==> config.mk <==
export PLATFORM = sky130hd
export DESIGN_NAME = baud_divider_search_top
export DESIGN_NICKNAME = d
export VERILOG_FILES = /design/src/hdl/bds_pkg.sv /design/src/hdl/bds_div.sv /design/src/hdl/bds_dp.sv /design/src/hdl/bds_ctrl.sv /design/src/hdl/baud_divider_search_top.sv
export SDC_FILE = /design/constraint.sdc
export NUM_CORES = 1
export LEC_CHECK = 0
export ABC_CLOCK_PERIOD_IN_PS = 4800
export BUFFER_PORTS_ARGS = -buffer_cell sky130_fd_sc_hd__buf_2
export CAP_MARGIN = 25
export CORE_MARGIN = 3
export CORE_UTILIZATION = 45
export DETAILED_ROUTE_END_ITERATION = 7
export PLACE_DENSITY = 0.74
export SETUP_SLACK_MARGIN = 0.02
export SYNTH_ARGS = -nofsm -noshare
export SYNTH_HDL_FRONTEND = slang
export SYNTH_SLANG_ARGS = --single-unit
export TNS_END_PERCENT = 20
==> constraint.sdc <==
create_clock -name clk -period 4.8 [get_ports clk]
set_input_delay 0.96 -clock clk [delete_from_list [all_inputs] [get_ports clk]]
set_output_delay 0.96 -clock clk [all_outputs]
set_load 0.02 [all_outputs]
==> src/hdl/bds_pkg.sv <==
// Shared types, divisor tables and helpers for the baud divider search block.
// No dependencies; used by every module of the block.
`default_nettype none
package bds_pkg;

    localparam int RATE_W   = 30;
    localparam int DSR_W    = 18;  // 7 * 32768 fits in 18 bits
    localparam int PRE_CNT  = 4;
    localparam int SCL_CNT  = 16;
    localparam int PRE_W    = $clog2(PRE_CNT);
    localparam int SCL_W    = $clog2(SCL_CNT);
    localparam int STEP_W   = $clog2(RATE_W);
    localparam logic [RATE_W-1:0] CLK_HZ_RESET = 30'd80000000;

    localparam logic [2:0] PRESCALER_DIV [PRE_CNT] = '{3'd2, 3'd3, 3'd5, 3'd7};
    localparam logic [15:0] SCALER_DIV [SCL_CNT] = '{
        16'd2, 16'd4, 16'd6, 16'd8, 16'd16, 16'd32, 16'd64, 16'd128,
        16'd256, 16'd512, 16'd1024, 16'd2048, 16'd4096, 16'd8192,
        16'd16384, 16'd32768
    };

    // combined divisor of one prescaler / scaler setting
    function automatic logic [DSR_W-1:0] div_product(
        input logic [PRE_W-1:0] p,
        input logic [SCL_W-1:0] s
    );
        logic [DSR_W:0] prod;
        prod = {{(DSR_W-2){1'b0}}, PRESCALER_DIV[p]} * {3'b000, SCALER_DIV[s]};
        return prod[DSR_W-1:0];
    endfunction

    typedef struct packed {
        logic init;      // latch request, clear best, restart at prescaler 0
        logic load_mid;  // take bisection midpoint and start a probe
        logic load_nb;   // take neighbor index and start a probe
        logic eval_mid;  // apply a bisection probe result
        logic eval_nb;   // apply a neighbor probe result
        logic next_pre;  // move to next prescaler, reset bounds
        logic load_out;  // move best setting to the output register
    } bds_cmd_t;

    typedef struct packed {
        logic div_done;
        logic exact;     // best rate equals the request
        logic span_gt1;  // high - low > 1
        logic last_pre;
        logic out_free;
    } bds_status_t;

endpackage
`default_nettype wire

==> src/hdl/bds_div.sv <==
// Restoring serial divider: one quotient bit per cycle.
// Depends on bds_pkg for widths.
`default_nettype none
module bds_div (
    input  wire logic                          clk,
    input  wire logic                          rst_n,
    input  wire logic                          start,
    input  wire logic [bds_pkg::RATE_W-1:0]    dividend,
    input  wire logic [bds_pkg::DSR_W-1:0]     divisor,
    output logic                               done,
    output logic [bds_pkg::RATE_W-1:0]         quotient
);

    logic                           busy_reg, busy_next;
    logic                           done_reg, done_next;
    logic [bds_pkg::STEP_W-1:0]     cnt_reg, cnt_next;
    logic [bds_pkg::RATE_W-1:0]     quo_reg, quo_next;
    logic [bds_pkg::DSR_W-1:0]      rem_reg, rem_next;
    logic [bds_pkg::DSR_W-1:0]      dsr_reg, dsr_next;

    logic [bds_pkg::DSR_W:0]        trial;
    logic [bds_pkg::DSR_W:0]        diff;
    logic                           ge;

    assign trial = {rem_reg, quo_reg[bds_pkg::RATE_W-1]};
    assign ge    = trial >= {1'b0, dsr_reg};
    assign diff  = trial - {1'b0, dsr_reg};

    always_comb
    begin
        busy_next = busy_reg;
        done_next = 1'b0;
        cnt_next  = cnt_reg;
        quo_next  = quo_reg;
        rem_next  = rem_reg;
        dsr_next  = dsr_reg;
        if (start)
        begin
            busy_next = 1'b1;
            cnt_next  = bds_pkg::STEP_W'(bds_pkg::RATE_W - 1);
            quo_next  = dividend;
            rem_next  = '0;
            dsr_next  = divisor;
        end
        else if (busy_reg)
        begin
            quo_next = {quo_reg[bds_pkg::RATE_W-2:0], ge};
            rem_next = ge ? diff[bds_pkg::DSR_W-1:0] : trial[bds_pkg::DSR_W-1:0];
            cnt_next = cnt_reg - 1'b1;
            if (cnt_reg == '0)
            begin
                busy_next = 1'b0;
                done_next = 1'b1;
            end
        end
    end

    always_ff @(posedge clk or negedge rst_n)
    begin
        if (!rst_n)
        begin
            busy_reg <= 1'b0;
            done_reg <= 1'b0;
        end
        else
        begin
            busy_reg <= busy_next;
            done_reg <= done_next;
        end
    end

    always_ff @(posedge clk)
    begin
        cnt_reg <= cnt_next;
        quo_reg <= quo_next;
        rem_reg <= rem_next;
        dsr_reg <= dsr_next;
    end

    assign done     = done_reg;
    assign quotient = quo_reg;

endmodule
`default_nettype wire

==> src/hdl/bds_dp.sv <==
// Datapath: clock register, search bounds, best-so-far, probe divider, output register.
// Depends on bds_pkg and bds_div.
`default_nettype none
module bds_dp (
    input  wire logic                          clk,
    input  wire logic                          rst_n,
    input  wire bds_pkg::bds_cmd_t             cmd,
    output bds_pkg::bds_status_t               status,
    input  wire logic                          cfg_we,
    input  wire logic [bds_pkg::RATE_W-1:0]    cfg_data,
    input  wire logic [bds_pkg::RATE_W-1:0]    req_in,
    output logic                               out_valid,
    input  wire logic                          out_ready,
    output logic [bds_pkg::PRE_W-1:0]          out_pre,
    output logic [bds_pkg::SCL_W-1:0]          out_scl,
    output logic [bds_pkg::RATE_W-1:0]         out_rate
);

    logic [bds_pkg::RATE_W-1:0] clk_hz_reg, clk_hz_next;
    logic [bds_pkg::RATE_W-1:0] req_reg, req_next;
    logic [bds_pkg::RATE_W-1:0] best_reg, best_next;
    logic [bds_pkg::PRE_W-1:0]  best_p_reg, best_p_next;
    logic [bds_pkg::SCL_W-1:0]  best_s_reg, best_s_next;
    logic [bds_pkg::PRE_W-1:0]  p_reg, p_next;
    logic [bds_pkg::SCL_W-1:0]  low_reg, low_next;
    logic [bds_pkg::SCL_W-1:0]  high_reg, high_next;
    logic [bds_pkg::SCL_W-1:0]  mid_reg, mid_next;
    logic [bds_pkg::SCL_W-1:0]  probe_reg, probe_next;
    logic                       out_valid_reg, out_valid_next;
    logic [bds_pkg::PRE_W-1:0]  out_pre_reg, out_pre_next;
    logic [bds_pkg::SCL_W-1:0]  out_scl_reg, out_scl_next;
    logic [bds_pkg::RATE_W-1:0] out_rate_reg, out_rate_next;

    logic [bds_pkg::SCL_W:0]    bound_sum;
    logic [bds_pkg::SCL_W-1:0]  mid_pick;
    logic [bds_pkg::SCL_W-1:0]  nb_pick;
    logic [bds_pkg::SCL_W-1:0]  probe_sel;
    logic [bds_pkg::SCL_W-1:0]  span;
    logic                       div_start;
    logic                       div_done;
    logic [bds_pkg::RATE_W-1:0] rate;

    assign bound_sum = {1'b0, low_reg} + {1'b0, high_reg};
    assign mid_pick  = bound_sum[bds_pkg::SCL_W:1];
    assign nb_pick   = (high_reg == mid_reg) ? low_reg : high_reg;
    assign probe_sel = cmd.load_mid ? mid_pick : nb_pick;
    assign div_start = cmd.load_mid | cmd.load_nb;
    assign span      = high_reg - low_reg;

    bds_div u_div (
        .clk      (clk),
        .rst_n    (rst_n),
        .start    (div_start),
        .dividend (clk_hz_reg),
        .divisor  (bds_pkg::div_product(p_reg, probe_sel)),
        .done     (div_done),
        .quotient (rate)
    );

    always_comb
    begin
        clk_hz_next    = cfg_we ? cfg_data : clk_hz_reg;
        req_next       = req_reg;
        best_next      = best_reg;
        best_p_next    = best_p_reg;
        best_s_next    = best_s_reg;
        p_next         = p_reg;
        low_next       = low_reg;
        high_next      = high_reg;
        mid_next       = mid_reg;
        probe_next     = probe_reg;
        out_valid_next = out_valid_reg & ~out_ready;
        out_pre_next   = out_pre_reg;
        out_scl_next   = out_scl_reg;
        out_rate_next  = out_rate_reg;

        if (cmd.init)
        begin
            req_next    = req_in;
            best_next   = '0;
            best_p_next = '0;
            best_s_next = '0;
            p_next      = '0;
            low_next    = '0;
            high_next   = bds_pkg::SCL_W'(bds_pkg::SCL_CNT - 1);
        end
        if (cmd.load_mid)
        begin
            mid_next   = mid_pick;
            probe_next = mid_pick;
        end
        if (cmd.load_nb)
            probe_next = nb_pick;
        if (cmd.eval_mid)
        begin
            if (rate > req_reg)
                low_next = mid_reg;
            else
            begin
                high_next = mid_reg;
                if (rate > best_reg)
                begin
                    best_next   = rate;
                    best_p_next = p_reg;
                    best_s_next = probe_reg;
                end
            end
        end
        if (cmd.eval_nb && rate <= req_reg && rate > best_reg)
        begin
            best_next   = rate;
            best_p_next = p_reg;
            best_s_next = probe_reg;
        end
        if (cmd.next_pre)
        begin
            p_next    = p_reg + 1'b1;
            low_next  = '0;
            high_next = bds_pkg::SCL_W'(bds_pkg::SCL_CNT - 1);
        end
        if (cmd.load_out)
        begin
            out_valid_next = 1'b1;
            out_pre_next   = best_p_reg;
            out_scl_next   = best_s_reg;
            out_rate_next  = best_reg;
        end
    end

    always_ff @(posedge clk or negedge rst_n)
    begin
        if (!rst_n)
        begin
            clk_hz_reg    <= bds_pkg::CLK_HZ_RESET;
            out_valid_reg <= 1'b0;
        end
        else
        begin
            clk_hz_reg    <= clk_hz_next;
            out_valid_reg <= out_valid_next;
        end
    end

    always_ff @(posedge clk)
    begin
        req_reg      <= req_next;
        best_reg     <= best_next;
        best_p_reg   <= best_p_next;
        best_s_reg   <= best_s_next;
        p_reg        <= p_next;
        low_reg      <= low_next;
        high_reg     <= high_next;
        mid_reg      <= mid_next;
        probe_reg    <= probe_next;
        out_pre_reg  <= out_pre_next;
        out_scl_reg  <= out_scl_next;
        out_rate_reg <= out_rate_next;
    end

    always_comb
    begin
        status.div_done = div_done;
        status.exact    = (best_reg == req_reg);
        status.span_gt1 = (span > bds_pkg::SCL_W'(1));
        status.last_pre = (p_reg == bds_pkg::PRE_W'(bds_pkg::PRE_CNT - 1));
        status.out_free = ~out_valid_reg | out_ready;
    end

    assign out_valid = out_valid_reg;
    assign out_pre   = out_pre_reg;
    assign out_scl   = out_scl_reg;
    assign out_rate  = out_rate_reg;

endmodule
`default_nettype wire

==> src/hdl/bds_ctrl.sv <==
// Search sequencer: bisection per prescaler, neighbor probe, early exit on exact match.
// Depends on bds_pkg for command and status structs.
`default_nettype none
module bds_ctrl (
    input  wire logic                  clk,
    input  wire logic                  rst_n,
    input  wire logic                  in_valid,
    output logic                       in_ready,
    input  wire bds_pkg::bds_status_t  status,
    output bds_pkg::bds_cmd_t          cmd
);

    localparam logic [2:0] ST_IDLE     = 3'd0;
    localparam logic [2:0] ST_MID      = 3'd1;
    localparam logic [2:0] ST_WAIT_MID = 3'd2;
    localparam logic [2:0] ST_CHK      = 3'd3;
    localparam logic [2:0] ST_NB       = 3'd4;
    localparam logic [2:0] ST_WAIT_NB  = 3'd5;
    localparam logic [2:0] ST_END_PRE  = 3'd6;
    localparam logic [2:0] ST_FINISH   = 3'd7;

    logic [2:0] state_reg, state_next;

    always_comb
    begin
        state_next = state_reg;
        cmd        = '0;
        in_ready   = 1'b0;
        case (state_reg)
            ST_IDLE:
            begin
                in_ready = 1'b1;
                if (in_valid)
                begin
                    cmd.init   = 1'b1;
                    state_next = ST_MID;
                end
            end
            ST_MID:
            begin
                cmd.load_mid = 1'b1;
                state_next   = ST_WAIT_MID;
            end
            ST_WAIT_MID:
            begin
                if (status.div_done)
                begin
                    cmd.eval_mid = 1'b1;
                    state_next   = ST_CHK;
                end
            end
            ST_CHK:
            begin
                // exact match ends this bisection; a neighbor could not beat it
                if (status.exact)
                    state_next = ST_END_PRE;
                else if (status.span_gt1)
                    state_next = ST_MID;
                else
                    state_next = ST_NB;
            end
            ST_NB:
            begin
                cmd.load_nb = 1'b1;
                state_next  = ST_WAIT_NB;
            end
            ST_WAIT_NB:
            begin
                if (status.div_done)
                begin
                    cmd.eval_nb = 1'b1;
                    state_next  = ST_END_PRE;
                end
            end
            ST_END_PRE:
            begin
                if (status.exact || status.last_pre)
                    state_next = ST_FINISH;
                else
                begin
                    cmd.next_pre = 1'b1;
                    state_next   = ST_MID;
                end
            end
            ST_FINISH:
            begin
                if (status.out_free)
                begin
                    cmd.load_out = 1'b1;
                    state_next   = ST_IDLE;
                end
            end
            default:
            begin
                state_next = ST_IDLE;
            end
        endcase
    end

    always_ff @(posedge clk or negedge rst_n)
    begin
        if (!rst_n)
            state_reg <= ST_IDLE;
        else
            state_reg <= state_next;
    end

endmodule
`default_nettype wire

==> src/hdl/baud_divider_search_top.sv <==
// Top level of the baud divider search: sequencer plus datapath.
// Depends on bds_pkg, bds_ctrl, bds_dp (and bds_div below it).
//
//   channel   | handshake              | payload
//   ----------+------------------------+-------------------------------------------
//   request   | in_valid / in_ready    | requested_rate_hz[29:0]
//   result    | out_valid / out_ready  | prescaler_index, scaler_index,
//             |                        | achieved_rate_hz
//   config    | cfg_we (no wait)       | input_clock_hz[29:0]
//
// Each probe is one pass of the shared restoring divider: a load step, the serial quotient
// steps, a done step that applies the probe result and a decision step.
// A request runs 4 to 5 probes per prescaler (fewer on an exact hit), at most 20
// probes in all, and a last step then posts the result to the result register.
// One request is in work at a time; in_ready is high only while the sequencer is idle.
// The result register frees the search: a new request is taken while a result still
// waits on out_ready, and a finished search holds only if that register is still full.
// Reset clears the sequencer and result valid and loads input_clock_hz to 80 MHz.
`default_nettype none
module baud_divider_search_top (
    input  wire logic                          clk,
    input  wire logic                          rst_n,
    input  wire logic                          cfg_we,
    input  wire logic [bds_pkg::RATE_W-1:0]    input_clock_hz,
    input  wire logic                          in_valid,
    output logic                               in_ready,
    input  wire logic [bds_pkg::RATE_W-1:0]    requested_rate_hz,
    output logic                               out_valid,
    input  wire logic                          out_ready,
    output logic [bds_pkg::PRE_W-1:0]          prescaler_index,
    output logic [bds_pkg::SCL_W-1:0]          scaler_index,
    output logic [bds_pkg::RATE_W-1:0]         achieved_rate_hz
);

    bds_pkg::bds_cmd_t    cmd;
    bds_pkg::bds_status_t status;

    // sequencer: walks prescalers, bisection steps and neighbor probe
    bds_ctrl u_ctrl (
        .clk      (clk),
        .rst_n    (rst_n),
        .in_valid (in_valid),
        .in_ready (in_ready),
        .status   (status),
        .cmd      (cmd)
    );

    // datapath: bounds, best setting, serial divider, result register
    bds_dp u_dp (
        .clk       (clk),
        .rst_n     (rst_n),
        .cmd       (cmd),
        .status    (status),
        .cfg_we    (cfg_we),
        .cfg_data  (input_clock_hz),
        .req_in    (requested_rate_hz),
        .out_valid (out_valid),
        .out_ready (out_ready),
        .out_pre   (prescaler_index),
        .out_scl   (scaler_index),
        .out_rate  (achieved_rate_hz)
    );

endmodule
`default_nettype wire

Word-level counts from Yosys, hierarchy flattened
Memories as Yosys holds them, arrays and structs flattened.
Cells that the tools add are included.
- add/sub/neg operators: 5
- reduce and logical (&&, ||, !) cells: 9
- order comparisons: 7
- mux-type cells: 62
- multipliers: 1
- equal/unequal tests: 14
- bitwise logic cells: 7
- operators by type and width (kind ; number):
    $mux 30 ; 7
    $gt 30x30->1 ; 2
    $mux 4 ; 15
    $mux 16 ; 2
    $eq 30x30->1 ; 1
    $le 30x30->1 ; 1
    $mux 3 ; 9
    $pmux 3 s8 ; 1
    $ge 19x18->1 ; 1
    $mux 1 ; 19
    $mul 3x16->18 ; 1
    $mux 18 ; 1
    $sub 18x18->18 ; 1
    $mux 2 ; 7
    $eq 3x3->1 const B ; 4
    $bmux 3 s2 ; 1
    $eq 3x2->1 const B ; 2
    $reduce_bool 2->1 ; 3
    $add 4x4->5 ; 1
    $ge 5x5->1 const B ; 1
    $logic_not 5->1 ; 1
    $not 4->5 ; 1
    $sub 5x1->5 const B ; 1
    $eq 4x4->1 ; 1
    16 further kinds ; 21
- bits in registers: 227
- input port bits: 65
- memories kept: 1
- output and inout port bits: 38
- memory bits (read-only): 256
- memories (memory ; depth ; width ; read ports ; clocked after Yosys merged registers in ; write ports ; line ; RTL):
    (no name shown) ; 16 ; 16 ; 1 ; 0 ; 0 ; bds_pkg.sv:28 ; prod = {{(DSR_W-2){1'b0}}, PRESCALER_DIV[p]} * {3'b000, SCALER_DIV[s]};

Logic depth before layout (Yosys ltp)
- depth in word-level cells: 8
- mapped depth: 22

Modules after synthesis
A second synthesis with hierarchy kept.
- cells, all modules: 1223
- area total of the unflattened synthesis: 13272.7 sq um
- by module, submodules not included (module ; area each (sq um) ; cells an instance ; instances):
    bds_dp ; 8919.8 ; 806 ; 1
    bds_div ; 4062.6 ; 380 ; 1
    bds_ctrl ; 290.3 ; 37 ; 1

Worst setup path after synthesis
No wires, ideal clock.
- path type: register to register
- start: register u_dp.high_reg[0] (netlist bit)
- end: register u_dp.u_div.dsr_reg[16] (netlist bit), data pin
- stages on the path, launching flop included: 19
- slack: -0.087 ns
- period minus slack after synthesis: 4.887 ns
- arrival: 4.629 ns
- data required time: 4.542 ns
- path through: dfxtp_1 > ha_1 > fa_1 > nor2_1 > a21oi_1 > inv_1 > ha_1 > or3_1 > fa_1 > inv_1 > ha_1 > a21o_1 > a21oi_1 > o21a_1 > o31ai_1 > or4_1 > a31o_2 > a21oi_1 > xnor2_1
- RTL lines (what ; line ; RTL):
    from (decl) ; bds_dp.sv:26 ; logic [bds_pkg::SCL_W-1:0] high_reg, high_next;
    from (signal assigned) ; bds_dp.sv:152 ; high_reg <= high_next;
    $add 4x4->5 ; bds_dp.sv:43 ; assign bound_sum = {1'b0, low_reg} + {1'b0, high_reg};
    net u_dp.bound_sum, one bit ; bds_dp.sv:34 ; logic [bds_pkg::SCL_W:0] bound_sum;
    $mux 4 ; bds_dp.sv:46 ; assign probe_sel = cmd.load_mid ? mid_pick : nb_pick;
    $not 4->5 (not written as such) ; bds_pkg.sv:28 ;
    $mem_v2 16x16 ; n/a ;
    $mux 16 (not written as such) (2 in series) ; bds_pkg.sv:28 ;
    $mul 3x16->18 ; bds_pkg.sv:28 ;
    net u_dp.u_div.divisor, one bit ; bds_div.sv:9 ; input wire logic [bds_pkg::DSR_W-1:0] divisor,
    to (signal assigned) ; bds_div.sv:77 ; dsr_reg <= dsr_next;
    to (decl) ; bds_div.sv:19 ; logic [bds_pkg::DSR_W-1:0] dsr_reg, dsr_next;
The timed path passes the listed nets, and every way through them passes these cells. The select of a mux whose other input is x is not followed.
A chain may end at the register's enable or synchronous reset.

Worst setup path in the final report
- start: register u_dp.mid_reg[0] (netlist bit)
- end: register u_dp.u_div.dsr_reg[16] (netlist bit), data pin
- longest elaborated chain between the ends: 8
- ends and longest elaborated chain (what ; line ; RTL):
    from (decl) ; bds_dp.sv:27 ; logic [bds_pkg::SCL_W-1:0] mid_reg, mid_next;
    from (signal assigned) ; bds_dp.sv:153 ; mid_reg <= mid_next;
    $eq 4x4->1 ; bds_dp.sv:45 ; assign nb_pick = (high_reg == mid_reg) ? low_reg : high_reg;
    $mux 4 ; bds_dp.sv:45 ;
    $mux 4 ; bds_dp.sv:46 ;
    $not 4->5 (not written as such) ; bds_pkg.sv:28 ;
    $mem_v2 16x16 ; n/a ;
    $mux 16 (not written as such) (2 in series) ; bds_pkg.sv:28 ;
    $mul 3x16->18 ; bds_pkg.sv:28 ;
    net u_dp.u_div.divisor, one bit ; bds_div.sv:9 ;
The timed path passes the listed nets, and every way through them passes these cells. The select of a mux whose other input is x is not followed.

==> metrics.md <==
| Metric | Value |
|---|---|
| Outcome | `finished, final reports clean` |
| First-pass GRT wire length | `approximately 47 mm` |
| Final period util | `99.19%` |
| Synthesis-to-finish area growth | `16.96%` |
| Power Total | `approximately 0.0045 W` |
| Initial core utilization | `a little under half` |
| Post-synth ARST share | `approximately 16%` |
| Vias in the first global route | `a little over 9000` |
| HP Class | `primary input to asynchronous set/reset pin` |
| Worst skew pair latency | `~0.52 ns` |
| Via-per-instance ratio | `5.326` |
| Die X | `approximately 170 um` |
| # setup viols final | `0` |
| Crit Path Category | `flop to flop` |
| Final hold vios | `0` |
| Number of flops mapped to enable cells by yosys | `roughly 120` |
| Leading cell types in the layout, fill and taps excluded | `nand2_1, inv_1, edfxtp_1` |
| Ports | `~100` |
| CP required | `5.06 ns` |
| DR iter-0 viols | `739` |
| Antenna violations before repair | `0` |
| Crit-path max FO | `4` |
| CTS Buffer Depth | `3` |
| DRT antenna net count | `0` |
| DP Cell Count | `around 1700` |
| Number of fill cells | `around 2400` |
| Core box area | `roughly 28000 um^2` |
| Die extent in y | `roughly 170 um` |
| Fin nets | `roughly 1500` |
| Ratio of cells with drive above 1 in the final layout | `23.95%` |
| Commonest non-fill, non-tap cell in the layout | `nand2_1` |
| Num CTS Buffers | `24` |
| Cell area power density | `just under 300 nW/um^2` |
| Detailed-placement wirelength estimate | `approximately 21 mm` |
| Crit. End Element | `flop` |
| Yosys cell types | `between 70 and 80` |
| Final core occ | `53.58%` |
| Wire per inst | `approximately 17 um` |
| Tightest Pin Transition | `1.011 ns` |
| Post-Route WL | `around 30 mm` |
| Mapped cell area | `roughly 13000 um^2` |
| Mapped Cells | `~1200` |
| PortBufs | `between 100 and 150` |
| H-Tree Depth | `1` |
| Routability Congestion | `a little over 0.9` |
| RSZ-0062 raised after global routing | `true` |
| Number of max-slew violations in the final report | `0` |
| Slew HR | `between 30% and 40%` |
| Main area contributors after synthesis | `edfxtp_1, dfxtp_1, ha_1` |
| Max cap viols | `0` |
| Multi-input logic area | `~6400 um^2` |
| Max IR drop VDD | `0.0002407 V` |
| Sequential fraction of the synthesis area | `between 40% and 50%` |
| Clock root cell | `clkbuf_16` |
| Hold slack | `around 0.35 ns` |
| Ys Warns | `0` |
| Syn nets | `1385` |
| Total vias in the final route | `approximately 9200` |
| CTS clk-pin slew, worst paths | `roughly 0.060 ns` |
| Startpoint class of the critical path | `flop` |
| CTS tree | `done` |
| Initial DRT Pass Iterations | `5` |
| Cell taking the most area after synthesis | `edfxtp_1` |
| Leakage power | `a little under 7 nW` |
| Row cnt | `just over 60` |
| Crit path DAT | `approximately 5 ns` |
| DRC violations left | `0` |
| Non-Filler Instances | `between 1500 and 2000` |
| CTS sink count | `roughly 230` |
| Minimum clock period | `4.761 ns` |
| Post-synth top area share | `~29%` |
| Highest clock rate | `around 210 MHz` |
| ANT cells | `0` |
| Largest net degree at the start of global routing | `57` |
| #FFs+latches synth | `226` |
| Main synth FF type | `edfxtp_1` |
| Register Area | `approximately 6000 um^2` |
| Die area | `~30000 um^2` |
| Clk_skew | `0.01979 ns` |
| Syn Area/Cell | `10.65 um^2` |
| Global router's overall resource usage | `around a fifth` |
| Grt ovf | `0` |
-- power breakdown --
group	switching [W]	internal (W)	leakage [nW]
registers	0.0000820	0.00213	2.11
clock network	0.000768	0.00106	0.375
logic	0.000207	0.000207	4.30
-- cells by family after synthesis --
| kind of cell | after synthesis | share of synthesized area, % |
|---|---|---|
| and+or+nand+nor | 354 | 12.84 |
| muxes | 97 | 8.991 |
| xor gates and xnor gates | 68 | 4.667 |
| DFF | 226 | 46.59 |
| buffers and inverters | 165 | 5.344 |
| adders and majority gates | 122 | 12.90 |
| AOI/OAI and AO/OA | 166 | 8.658 |
-- worst max-delay path, cell delays in order (launching register included) --
cell,delay [ns]
edfxtp_1,0.44
xnor2_1,0.19
nand4_1,0.14
buf_4,0.19
mux2i_1,0.16
and2_1,0.24
nor2_2,0.23
nand2_1,0.15
or3_1,0.37
fa_1,0.49
inv_1,0.04
ha_1,0.29
or2_2,0.27
a21oi_1,0.24
o31ai_2,0.11
or4_4,0.53
a31o_4,0.23
a21oi_2,0.12
xnor2_1,0.07
-- stage by stage --
| stage | setup TNS, ns | setup WS, ns | area, um^2 |
|---|---|---|---|
| final | 0 | 0.03908 | 14930 |
| after global routing | -0.2994 | -0.1100 | 14930 |
| after CTS | 0 | 0.003021 | 14630 |
| after detailed placement | -0.06817 | -0.04961 | 13820 |
| after global placement | 0 | 0.03097 | 13820 |
| after floorplan | 0 | 0.02040 | 12770 |
-- synthesized netlist by cell type (2+ instances only) --
cell type and instances:
a31oi_1 5, nor4_1 8, and3_1 5, nand2_1 143, nand2b_1 8, buf_2 2
inv_1 134, or2_2 3, o21ai_1 4, nor2b_1 9, a32oi_1 2, nand4_1 19
a211o_1 3, a211oi_1 6, o21a_1 6, nor3_1 17, xnor2_1 42, nor2_1 78
a21oi_1 44, clkbuf_1 20, o31ai_1 3, mux2_4 24, or3_1 21, a21o_1 33
or4_1 2, mux2i_1 28, buf_1 3, edfxtp_1 123, dfrtp_1 28, ha_1 106
o211ai_1 3, mux2_2 45, and2_1 4, a21oi_2 3, fa_1 16, dfxtp_1 67
dfstp_2 8, buf_12 3, nand3_1 28, xor2_1 26, o22ai_1 2, o21ai_0 34
nand3b_1 2
-- timing repair --
| item | 4_1_cts | 5_1_grt |
|---|---|---|
| hold buffers | 0 | 0 |
| setup buffers | 2 | 9 |
| endpoints found under the hold margin | 0 | 0 |
| gates resized for setup | 5 | 47 |
| pin swaps | 3 | 27 |
| setup endpoints to repair | 2 | 4 |
-- worst paths after layout --
check                                                 from                          endpoint  slack [ns]  cells after the start
worst max register to register   u_dp.mid_reg[0]$_DFFE_PP_  u_dp.u_div.dsr_reg[16]$_DFFE_PN_        0.04                     18
worst min-delay path                                 rst_n   u_dp.clk_hz_reg[14]$_DFFE_PN0P_        0.35                      1
worst min register to register  u_dp.best_p_reg[1]$_DFF_P_         u_dp.out_pre[1]$_DFFE_PP_        0.43                      0
worst max-delay path             u_dp.mid_reg[0]$_DFFE_PP_  u_dp.u_div.dsr_reg[16]$_DFFE_PN_        0.04                     18
min in group clk                u_dp.best_p_reg[1]$_DFF_P_         u_dp.out_pre[1]$_DFFE_PP_        0.43                      0
max in group asynchronous                            rst_n   u_dp.clk_hz_reg[10]$_DFFE_PN1P_        3.88                      2
-- metal layers --
metal	global-route usage, %	up-vias	wire, um
li1	-	4442	-
met1	25.12	4469	13070
met2	31.34	263	14040
met3	2.621	67	1472
met4	6.535	0	1004
met5	0	-	0
-- area by class of cell --
class	instances	share of cell area, %
Clock buffer	31	4.267
Clock inverter	13	0.9473
Multi-Input combinational cell	807	42.62
Tap cell	378	3.169
Sequential cell	226	39.89
Timing Repair Buffer	145	5.717
Inverter	135	3.395
Power figures use the tool's default switching activity.
